<file path="config.mk">
export PLATFORM = sky130hd
export DESIGN_NAME = eelt_ram
export DESIGN_NICKNAME = d
export VERILOG_FILES = /design/src/rtl/entry_exit_latency_table_unit_macros.svh /design/src/rtl/eelt_ram.sv
export SDC_FILE = /design/constraint.sdc
export NUM_CORES = 2
export LEC_CHECK = 0
export BUFFER_PORTS_ARGS = -buffer_cell sky130_fd_sc_hd__clkbuf_2
export CORE_MARGIN = 5
export CORE_UTILIZATION = 38
export DETAILED_ROUTE_END_ITERATION = 10
export PLACE_DENSITY = 0.59
export SYNTH_ARGS = -nofsm -noshare
export SYNTH_HDL_FRONTEND = slang
export SYNTH_SLANG_ARGS = --single-unit
</file>
<file path="constraint.sdc">
create_clock -name clk -period 7 [get_ports clk]
set_clock_uncertainty 0.2 [all_clocks]
set_input_delay 1.4 -clock clk [delete_from_list [all_inputs] [get_ports clk]]
set_output_delay 1.4 -clock clk [all_outputs]
set_load 0.01 [all_outputs]
</file>
<file path="src/rtl/entry_exit_latency_table_unit_macros.svh">
// Assertion macros shared by the latency table RTL.
// Needs signals named clk and arst_n in the module that uses them.
`ifndef ENTRY_EXIT_LATENCY_TABLE_UNIT_MACROS_SVH
`define ENTRY_EXIT_LATENCY_TABLE_UNIT_MACROS_SVH
`ifndef ASSERT_OFF
`define EELT_ASSERT(lbl, prop, msg) \
	lbl: assert property (@(posedge clk) disable iff (!arst_n) prop) \
		else $error(msg);
`define EELT_ASSERT_NEVER(lbl, cond, msg) \
	lbl: assert property (@(posedge clk) disable iff (!arst_n) !(cond)) \
		else $error(msg);
`else
`define EELT_ASSERT(lbl, prop, msg)
`define EELT_ASSERT_NEVER(lbl, cond, msg)
`endif
`endif

</file>
<file path="src/rtl/eelt_ram.sv">
// Generic single-write, single-read RAM with registered read data.
// No dependencies.
`timescale 1ns / 1ps
module eelt_ram #(
	parameter int WIDTH = 64,
	parameter int DEPTH = 32
) (
	input  logic                                    clk,
	input  logic                                    we,
	input  logic [(DEPTH > 1 ? $clog2(DEPTH) : 1)-1:0] waddr,
	input  logic [WIDTH-1:0]                        wdata,
	input  logic                                    re,
	input  logic [(DEPTH > 1 ? $clog2(DEPTH) : 1)-1:0] raddr,
	output logic [WIDTH-1:0]                        rdata
);
	logic [WIDTH-1:0] mem_q [DEPTH];

	// Write port.
	always_ff @(posedge clk) begin
		if (we) begin
			mem_q[waddr] <= wdata;
		end
	end

	// Read port; data holds while re is low.
	always_ff @(posedge clk) begin
		if (re) begin
			rdata <= mem_q[raddr];
		end
	end
endmodule

</file>
# [Yosys cells after proc, flatten, opt, wreduce, memory -nomap -nowiden]
# Memories as Yosys holds them, arrays and structs flattened. A register that Yosys moved wholly into a read port is not among the register bits.
# Index checks and enable logic that the tools add are counted.
[classes] n_div=0 bitwise_logic=0 addsub=0 n_lt_le_gt_ge=0 n_mux=2 n_reduce_logical=0 n_shift=0 n_mul=0 eq_ne=0
[op_table] operator="1-bit two-way mux" count=2
[totals] latch_bits=0 ramBits=2048 input_bits=77 rom_bits=0 ff_bits=0 wordCells=3 n_memories=1
[memory_table] memory="mem_q" words=32 word_bits=64 read_ports=1 rd_ports_with_merged_regs=1 write_ports=1 line="eelt_ram.sv:16" text="logic [WIDTH-1:0] mem_q [DEPTH];"

# [Logic depth before layout (Yosys ltp)]
[depth] depth_word=2 ltp_mapped=9

# [Least setup slack after synthesis]
# No wires, ideal clock.
[synth_timing] path_kind="input to register" start="input port waddr[1] in the netlist's numbering" end="memory mem_q[12][0], enable pin" cell_stages=3 setup_ps=486 n_path_buf=1 setup_slack_ps=1578 arrival_ps=4736 cell_sequence="or3b_2 clkbuf_1 nor2_1"
[synth_rtl] element="from (decl)" line="eelt_ram.sv:10" text="input logic [(DEPTH > 1 ? $clog2(DEPTH) : 1)-1:0] waddr,"
[synth_rtl] element="to (decl)" line="eelt_ram.sv:16"
# Straight into the memory's write port.

# [Worst setup path after layout]
[layout_timing] start="input port waddr[1] in the netlist's numbering" end="memory mem_q[9][25], enable pin"
# Straight into the memory's write port.

==> impl_metrics.toml <==
[placed_design]
place_area_sq_um = 84500
hpwl_um = 93600
gp_congestion = 0.703
io_buffers = 140
dp.cells = 5974

[sta]
rsz0062_at_grt = "no"
tightest_slew_ns = 1.23
fin_crit_ns = 3.71
fin_crit_sh_pct = 52.9
max_slew_margin_pct = 17.5
fmax_mhz = 270
final_hold_viol_count = 0
setup_viol = 0
setup_tns_ns = 0
maxSlewViolCount = 0

[yosys]
avgSynthCellArea_sq_um = 25.7
synth_common_cells = "2112 x edfxtp_1, 602 x mux4_2, 74 x mux2_2"
synth_cell_type_count = 30
yosysMostFrequentCell = "edfxtp_1"
syn_inst = 3097
synth_top_cell_area_share_pct = 79.7
ys_seq_elements = 2112
synth_area_leaders = "edfxtp_1 80%, mux4_2 17%, mux2_2 1.0%"
ys_seq_area_share_pct = 79.7
syn_area_sq_um = 79600
ys.flop_type = "edfxtp_1"
synthesis.nets = 3174
async_flop_share_pct = 0
synth_top_cell_by_area = "edfxtp_1"
synth_edf_count = 2112
ys_warn_count = 0

[detailed_routing]
drt-vias-per-instance = 5.56
dr.pass1.iters = 5
wl_per_cell_um = 30.9
drc = 0
vias = 35300
drt_iter0_markers = 3676
finalWirelength_um = 196000
antenna_left = 0

[cts]
cts_tree = "done"
root_buffer = "clkbuf_16"
postCtsResizedCells = 0
worstSkewPairLatency_ns = 0.81
ctsHtreeMaxLevel = 4
clk_pin_slew_worst_paths_ns = 0.06
clockBufferDepth = 3
cts_sinks = 2112
cts_buffers = 200
hold_buffers = 0
cts_setup_buffers = 0

[power_and_ir_drop]
p_int_w = 0.0205
swShare_pct = 20.7
peakVddDrop_mv = 0.282
pwr-share-comb_pct = 4.7
clockPowerShare_pct = 40.3
p_per_area_nw_per_um2 = 284
p_total_w = 0.0258
p_leak_nw = 27.8
p_sw_w = 0.00534
pwr-share-seq_pct = 55.0

[grt]
grt_first_pass_wirelength_um = 277000
gr-total-overflow = 0
track_usage_pct = 17.9
antenna_found_initial = 21
grt_max_degree = 78
grt_pass1_vias = 36300

[final_layout]
stdcell_count = 6349
area_delta_synth_final_pct = 14.0
nNetsFinal = 3448
drive_above_1_share_pct = 34.0
finalInstanceArea_sq_um = 90700

[worst_setup_path]
worstPathRequired_ns = 7.25
critical_path.max_fanout = 45
reg2reg_setup_slack_ns = 4.76
endpoint = "mem_q[9][25]"
r2r-start = "mem_q[3][25]"
critPathArrivalTime_ns = 3.96
startpoint_type = "input pin"
r2r_cells = 4
crit_start = "waddr[1]"
timing.rr.end = "rdata[25]"
worstSetupPathType = "in2reg"
endpoint_kind = "register"

[hold_path]
hold_start = "mem_q[2][46]"
hold_class = "reg2reg"

[floorplanning]
fp.coreArea_sq_um = 209000
start_util_pct = 38.1
rows = 168
io_pins = 141
die_x_um = 468
design.die.area_sq_um = 219000
die-height_um = 468

[job]
max-cap-violations = 0

[status]
status = "finished, final reports clean"
stage by stage:
| stage | utilization (%) | hold WS (ns) | setup WS, ns |
|---|---|---|---|
| 3_5_place_dp | 40.4 | 0.682 | 2.44 |
| 5_1_grt | 43.4 | 0.737 | 3.10 |
| 3_3_place_gp | 40.4 | 0.675 | 2.42 |
| 4_1_cts | 43.4 | 0.701 | 3.32 |
| 2_1_floorplan | - | 0.598 | 1.58 |
| 6_report | 43.4 | 0.691 | 3.29 |
critical path, stage by stage:
cell and delay [ns]:
clkbuf_2 0.10, nand3b_1 0.69, nor2_4 1.20, buf_12 0.51
how the worst min path moves through the flow:
stage / to / slack, ns / depth (start not counted)
6_report: rdata[46] / 0.69 / 4
5_1_grt: rdata[25] / 0.74 / 4
4_1_cts: rdata[46] / 0.70 / 4
3_5_place_dp: rdata[25] / 0.68 / 4
3_3_place_gp: rdata[36] / 0.67 / 4
2_1_floorplan: rdata[25] / 0.60 / 4
power by group through the flow:
stage                     logic, W  registers, W  clock network [W]
final                      0.00121        0.0142             0.0104
after CTS                  0.00124        0.0142             0.0106
after detailed placement   0.00124        0.0145                  0
after floorplan           0.000706        0.0144                  0
after global placement     0.00122        0.0145                  0
after global routing       0.00130        0.0142             0.0111
layout make-up:
| cell class | instances | area (sq um) |
|---|---|---|
| fill | 17600 | 118000 |
| sequential | 2112 | 63400 |
| multi-input combinational | 828 | 15700 |
| clock buffer | 238 | 5280 |
| tap | 2805 | 3510 |
| timing repair buffer | 228 | 1860 |
| clock inverter | 121 | 926 |
| antenna | 16 | 40.0 |
| inverter | 1 | 3.75 |
cell families after synthesis:
group / Yosys count / synth area share (%)
buf+inv: 157 / 0.937
mux: 714 / 18.6
simple gates: 64 / 0.376
flops: 2112 / 79.7
compound gates: 50 / 0.462
sequential cells by signal, indices dropped and copies added, names as in the netlist:
| register | flops |
|---|---|
| mem_q | 2048 |
| rdata | 64 |
layout by cell type, fill, tap and decap left out, drive strengths merged, types with 4 or more instances in the layout:
| master | Yosys | final |
|---|---|---|
| a221oi | 12 | 12 |
| and2 | 4 | 4 |
| buf | 101 | 94 |
| bufinv | 0 | 13 |
| clkbuf | 55 | 372 |
| clkinv | 0 | 103 |
| diode | 0 | 16 |
| edfxtp | 2112 | 2112 |
| inv | 1 | 4 |
| mux2 | 74 | 74 |
| mux2i | 38 | 38 |
| mux4 | 602 | 602 |
| nand3b | 5 | 5 |
| nor2 | 41 | 41 |
| nor2b | 4 | 4 |
| o21ai | 9 | 9 |
| o22ai | 10 | 10 |
metal layers:
layer,GRT usage [%],vias to the layer above,routed length (um)
li1,-,14100,-
met1,25.0,19600,81300
met2,29.8,1279,98100
met3,3.26,251,13300
met4,3.48,12,3440
met5,0,-,78
Note: power is estimated with default switching activity, not from simulation.
