$ cat src/rtl/entry_exit_latency_table_unit_macros.svh
// Assertion macros shared by the latency table RTL.
// Needs signals named clk and arst_n in the module that uses them.
`ifndef ENTRY_EXIT_LATENCY_TABLE_UNIT_MACROS_SVH
`define ENTRY_EXIT_LATENCY_TABLE_UNIT_MACROS_SVH
`ifndef ASSERT_OFF
`define EELT_ASSERT(lbl, prop, msg) \
	lbl: assert property (@(posedge clk) disable iff (!arst_n) prop) \
		else $error(msg);
`define EELT_ASSERT_NEVER(lbl, cond, msg) \
	lbl: assert property (@(posedge clk) disable iff (!arst_n) !(cond)) \
		else $error(msg);
`else
`define EELT_ASSERT(lbl, prop, msg)
`define EELT_ASSERT_NEVER(lbl, cond, msg)
`endif
`endif

$ cat src/rtl/eelt_pkg.sv
// Shared types and constants of the entry/exit latency table.
// No dependencies; used by the interfaces and all modules but the RAM.
`timescale 1ns / 1ps
package eelt_pkg;

	localparam int KEY_W  = 64;
	localparam int TIME_W = 64;
	localparam int HALF_W = 32;

	// Event command codes.
	typedef enum logic {
		CMD_ENTRY = 1'b0,
		CMD_EXIT  = 1'b1
	} cmd_t;

	// Operations requested from the key table for one word.
	typedef struct packed {
		logic insert;
		logic release_slot;
	} cam_op_t;

	// Lookup status returned by the key table.
	typedef struct packed {
		logic hit;
		logic full;
	} cam_stat_t;

endpackage

$ cat src/rtl/eelt_cam.sv
// Associative key table: valid bits and keys in flops, parallel compare,
// lowest free slot search. Depends on eelt_pkg and the assertion macros.
`timescale 1ns / 1ps
`include "entry_exit_latency_table_unit_macros.svh"
module eelt_cam #(
	parameter int SLOTS = 32,
	parameter int IDX_W = 5
) (
	input  logic                      clk,
	input  logic                      arst_n,
	input  logic [eelt_pkg::KEY_W-1:0] lookup_key,
	input  eelt_pkg::cam_op_t         op,
	output eelt_pkg::cam_stat_t       stat,
	output logic [IDX_W-1:0]          hit_idx,
	output logic [IDX_W-1:0]          free_idx
);
	import eelt_pkg::*;

	logic [SLOTS-1:0] valid_q;
	logic [KEY_W-1:0] key_q [SLOTS];
	logic [SLOTS-1:0] match;

	// Compare the lookup key against every valid slot.
	always_comb begin
		for (int i = 0; i < SLOTS; i++) begin
			match[i] = valid_q[i] && (key_q[i] == lookup_key);
		end
	end

	// Encode the matching slot; at most one slot can match.
	always_comb begin
		hit_idx = '0;
		for (int i = 0; i < SLOTS; i++) begin
			if (match[i]) begin
				hit_idx = hit_idx | IDX_W'(i);
			end
		end
	end

	// Lowest-numbered free slot.
	always_comb begin
		free_idx = '0;
		for (int i = SLOTS - 1; i >= 0; i--) begin
			if (!valid_q[i]) begin
				free_idx = IDX_W'(i);
			end
		end
	end

	assign stat.hit  = |match;
	assign stat.full = &valid_q;

	// Valid bits clear at reset; insert claims the free slot, release frees the hit.
	always_ff @(posedge clk or negedge arst_n) begin
		if (!arst_n) begin
			valid_q <= '0;
		end else begin
			if (op.insert) begin
				valid_q[free_idx] <= 1'b1;
			end
			if (op.release_slot) begin
				valid_q[hit_idx] <= 1'b0;
			end
		end
	end

	// Key storage needs no reset; it is only read where valid.
	always_ff @(posedge clk) begin
		if (op.insert) begin
			key_q[free_idx] <= lookup_key;
		end
	end

	`EELT_ASSERT(a_match_unique, $onehot0(match), "key table holds a duplicate key")
	`EELT_ASSERT_NEVER(a_insert_legal, op.insert && (stat.hit || stat.full),
		"insert into a full table or of a present key")
	`EELT_ASSERT_NEVER(a_release_legal, op.release_slot && !stat.hit,
		"release without a matching slot")
	`EELT_ASSERT(a_insert_sets, op.insert |=> $countones(valid_q) == $countones($past(valid_q)) + 1,
		"insert did not claim exactly one slot")
endmodule

$ cat config.mk
export PLATFORM = sky130hd
export DESIGN_NAME = eelt_cam
export DESIGN_NICKNAME = d
export VERILOG_FILES = /design/src/rtl/eelt_pkg.sv /design/src/rtl/eelt_cam.sv
export VERILOG_INCLUDE_DIRS = /design/src /design/src/rtl
export SDC_FILE = /design/constraint.sdc
export NUM_CORES = 2
export LEC_CHECK = 0
export ABC_AREA = 0
export ABC_CLOCK_PERIOD_IN_PS = 7200
export BUFFER_PORTS_ARGS = -buffer_cell sky130_fd_sc_hd__buf_2
export CORE_UTILIZATION = 45
export DETAILED_ROUTE_END_ITERATION = 12
export PLACE_DENSITY = 0.6
export SLEW_MARGIN = 20
export SYNTH_ARGS = -nofsm -noshare
export SYNTH_HDL_FRONTEND = slang
export SYNTH_SLANG_ARGS = --single-unit
$ cat constraint.sdc
create_clock -name clk -period 7.2 [get_ports clk]
set_input_delay 0 -clock clk [delete_from_list [all_inputs] [get_ports clk]]
set_output_delay 0 -clock clk [all_outputs]
set_load 0.05 [all_outputs]
* Word level (Yosys, flattened, before mapping)
Memories as Yosys holds them, arrays and structs flattened. Index checks and enable logic that the tools add are counted.
Cells by class: order comparisons 4, equal/unequal tests 32, muxes and demuxes 71, bitwise logic cells 3, reductions and logical operators 36
Operators with widths (number):
- $eq A64 B64 Y1 | 32
- $mux W5 | 48
- $mux W32 | 2
- $logic_and A1 B1 Y1 | 34
- $and A32 B32 Y32 | 1
- $mux W4 | 8
- $not A32 Y32 | 1
- $or A32 B32 Y32 | 1
- $reduce_and A32 Y1 | 1
- $reduce_or A32 Y1 | 1
- $lt A5 B6 Y1 const B | 2
- $mux W3 | 4
- $demux W1 S5 | 2
- $ge A5 B1 Y1 const B | 2
- $mux W1 | 5
- $mux W2 | 2
Word-level totals: bits in registers 32, RAM bits 2048, input bits 68, output and inout port bits 12, word-level logic and storage cells 148, memories kept 1
Memory list:
- key_q | depth 32, bits a word 64, read ports 32, clocked after Yosys merged registers in 0, write ports 1, line eelt_cam.sv:20 | logic [KEY_W-1:0] key_q [SLOTS];

* Depth between registers and ports, before layout
An unclocked memory read counts as a cell.
word-level depth 41, depth in mapped cells 14, gate-level depth less buffers 10

* Worst setup path after synthesis
No wires, ideal clock.
path kind reg2reg, from reg valid_q[29], to mem key_q[14][0], enable pin, library setup time 567 ps, data arrival time 6947 ps, required time 6633 ps, setup slack -313 ps, stages on the path, launching flop included 10, buffers on the path 1, period minus slack after synthesis 7513 ps, path through dfrtp_1 -> nand4_1 -> nor2b_1 -> o21bai_1 -> a21oi_1 -> nor2_1 -> nor3_1 -> nand2b_1 -> clkbuf_1 -> nor3_1
On the way: longest elaborated chain between the ends 30
RTL lines:
- from (decl) | line eelt_cam.sv:19 | logic [SLOTS-1:0] valid_q;
- from (signal assigned) | line eelt_cam.sv:56 | valid_q <= '0;
- from (signal, indexed assignment) | line eelt_cam.sv:59 | valid_q[free_idx] <= 1'b1;
- from (signal, indexed assignment) | line eelt_cam.sv:62 | valid_q[hit_idx] <= 1'b0;
- $mux W5 (30 in series) | line eelt_cam.sv:44 | if (!valid_q[i]) begin
- net free_idx[2] | line eelt_cam.sv:15 | output logic [IDX_W-1:0] free_idx
- to (decl) | line eelt_cam.sv:20
The timed path passes the listed nets, and every way through them passes these cells.

==> flow_metrics.tcl <==
set metrics [dict create \
    run_status "finished, final reports clean" \
    fin_crit_ns 5.19 \
    cts-root-buf "clkbuf_16" \
    dp_cells 8294 \
    postCtsResizedCells 0 \
    synth-seq-area-share_pct 70.1 \
    cap_viol_max_count 0 \
    ys_ff_latch 2080 \
    start_kind "primary input" \
    dp_hpwl_um 199000 \
    synthFlopType "edfxtp_1" \
    endpoint_kind "primary output" \
    tightest_slew_ns 1.21 \
    synthArstFlopShare_pct 1.54 \
    die_w_um 447 \
    synthXorXnorAreaFrac_pct 15.9 \
    syn_nets 5676 \
    yosys.area_share.simple_pct 6.98 \
    grt_pass1_vias 50300 \
    yosysUniqueCellTypes 74 \
    clkTransAtPathRegs_ns 0.06 \
    period_share_pct 72.0 \
    rsz0062_at_grt "no" \
    dieArea_sq_um 199000 \
    setup_viol 0 \
    initialDrtViolationCount 7748 \
    grt_first_pass_wirelength_um 422000 \
    rows 162 \
    grt_max_degree 66 \
    synth_area_sq_um 88900 \
    min_path_cells 2 \
    synth_edf_count 2048 \
    vias 53100 \
    reg2reg_slack_ns 2.26 \
    synth_area_leader_cell "edfxtp_1" \
    irDropWorstVdd_mv 0.214 \
    synth_top_area_share_pct 69.2 \
    crit_family "simple AND/OR/NAND/NOR gates" \
    final_antenna_net_count 0 \
    synth_cells 5608 \
    synthAdderAreaFrac_pct 0 \
    clkSinkCount 2080 \
    power_density_nw_per_um2 273 \
    io_buffers 79 \
    min_to "key_q[26][2]$_DFFE_PP_" \
    yosys-top-cells-area "edfxtp_1 (69%), xnor2_1 (11%), xor2_1 (5.0%), nand4_1 (2.3%), nor4_1 (1.7%)" \
    synth_compound_area_share_pct 4.21 \
    fin_nets 6030 \
    drc 0 \
    avgSynthCellArea_sq_um 15.9 \
    wl_per_cell_um 35.3 \
    start_util_pct 45.5 \
    crit_chain "dlygate4sd3_1, buf_4, inv_1, a22oi_1, and4_1, nand4_1, nor4_2, a41oi_1, nand4_2, or3_1, buf_2" \
    fp.dieH_um 447 \
    drive_above_1_share_pct 11.6 \
    r2r_start "valid_q[26]$_DFF_PN0_" \
    maxSlewHeadroom_pct 19.5 \
    critical_path_arrival_ns 5.19 \
    place_worst_setup_slack_ns 2.33 \
    p_leak_uw 0.0314 \
    r2r_cells 10 \
    reg2reg_to "key_q[1][37]$_DFFE_PP_" \
    synth_top_family_by_area "XOR/XNOR gates" \
    crit_buf_inv 4 \
    hold_violations 0 \
    coreArea_sq_um 196000 \
    synth_common_cells "edfxtp_1 (2048), xnor2_1 (1107), xor2_1 (507)" \
    overflow 0 \
    io_pins 80 \
    grt_usage_pct 31.0 \
    routed_via_density 6.04 \
    fmax_mhz 193 \
    crit_fanout 26 \
    slowest_delay_ns 0.82 \
    final.setup.worst_slack_ns 2.01 \
    drt_pass1_iterations 8 \
    path_class "in -> out" \
    area_growth_pct 13.5 \
    antenna_found_initial 37 \
    synthMuxAreaShare_pct 0 \
    hp-class "in -> reg" \
    worstHoldStart "lookup_key[2]" \
    cts_tree "built" \
    drv_slew 0 \
    cp.required_ns 7.20 \
    synth_most_common_cell "edfxtp_1" \
    yosys_warnings 0 \
    critPathSlowestCell "nor4_2" \
    skew_ns 0.0613 \
    cts_buffers 214 \
    cts-htree-levels 4 \
    final-instance-count-excl-fill 8784 \
    cts_buffer_depth 3 \
    clock_latency_ns 0.87 \
    wirelength_um 310000 \
    place_congestion 0.982 \
]
==> flip-flops by register name, summed over array words and instances, names as in the netlist <==
register	flops
valid_q	32
key_q	2048
==> cell usage in the layout (no fill, tap or decap), types with 57 or more instances in the layout <==
master,n
buf_4,279
clkbuf_16,215
clkinv_1,60
dlygate4sd3_1,72
edfxtp_1,2048
inv_1,118
nand2b_1,150
nand4_1,323
nor2_1,58
nor4_1,236
o2111ai_1,57
o22ai_1,91
o2bb2ai_1,58
xnor2_1,1107
xor2_1,507
==> timing repair <==
action / CTS / global route
buffers inserted: 0 / 0
hold buffers: 73 / 0
hold endpoints to repair: 1696 / 0
==> power breakdown <==
part | internal [uW] | total [uW] | switching (uW) | leakage, uW
logic | 677 | 2470 | 1790 | 0.00911
clock network | 6380 | 11200 | 4870 | 0.00343
registers | 13700 | 13900 | 170 | 0.0189
total | 20700 | 27600 | 6830 | 0.0314
==> worst max path at each step <==
stage                               start                      to  slack [ns]  depth (start not counted)
finish                     lookup_key[29]                 stat[1]        2.01                         11
global route        valid_q[26]$_DFF_PN0_  key_q[1][18]$_DFFE_PP_        2.02                         10
CTS                        lookup_key[29]                 stat[1]        2.10                         11
detailed placement  valid_q[26]$_DFF_PN0_   key_q[1][3]$_DFFE_PP_        2.33                         10
global placement    valid_q[26]$_DFF_PN0_  key_q[25][3]$_DFFE_PP_        2.36                         10
floorplan           valid_q[29]$_DFF_PN0_  key_q[14][0]$_DFFE_PP_       -0.31                          9
==> layer usage <==
layer	vias up	wire (um)	global-route usage (%)	part of all wire (%)
li1	21900	-	-	-
met1	27800	128000	44.1	41
met2	2904	140000	47.6	45
met3	507	29400	5.68	9.5
met4	6	11900	11.0	3.8
met5	-	41	0	0.013
==> cell families (layout without fill, tap and decap cells) <==
| family | count (synthesis) | after routing |
|---|---|---|
| xor+xnor | 1614 | 1614 |
| other cells | 0 | 9 |
| flops | 2080 | 2080 |
| simple gates | 1036 | 1036 |
| buf+inv | 398 | 941 |
| compound gates | 480 | 480 |
==> final cells by class <==
class | count | area [sq um]
flip-flops and latches | 2080 | 62300
repair buffers | 393 | 3450
fillers | 16300 | 94600
multi-input cells | 3130 | 24300
diodes | 9 | 22.5
well taps | 2624 | 3280
clock buffers | 260 | 5560
inverters | 143 | 537
clock inverters | 145 | 1490
==> per-stage QoR <==
stage / utilization (%) / cell area (sq um) / hold WS, ns / TNS [ns] / total power [uW]
6_report: 51.6 / 101000 / 0.0791 / 0 / 27600
5_1_grt: 51.6 / 101000 / 0.0520 / 0 / 28200
4_1_cts: 51.6 / 101000 / 0.0132 / 0 / 27600
3_5_place_dp: 47.6 / 93100 / 0.187 / 0 / 16500
3_3_place_gp: 47.6 / 93100 / 0.195 / 0 / 16500
2_1_floorplan: - / 88900 / -0.296 / -137.71 / 15300
Power figures use the tool's default switching activity.
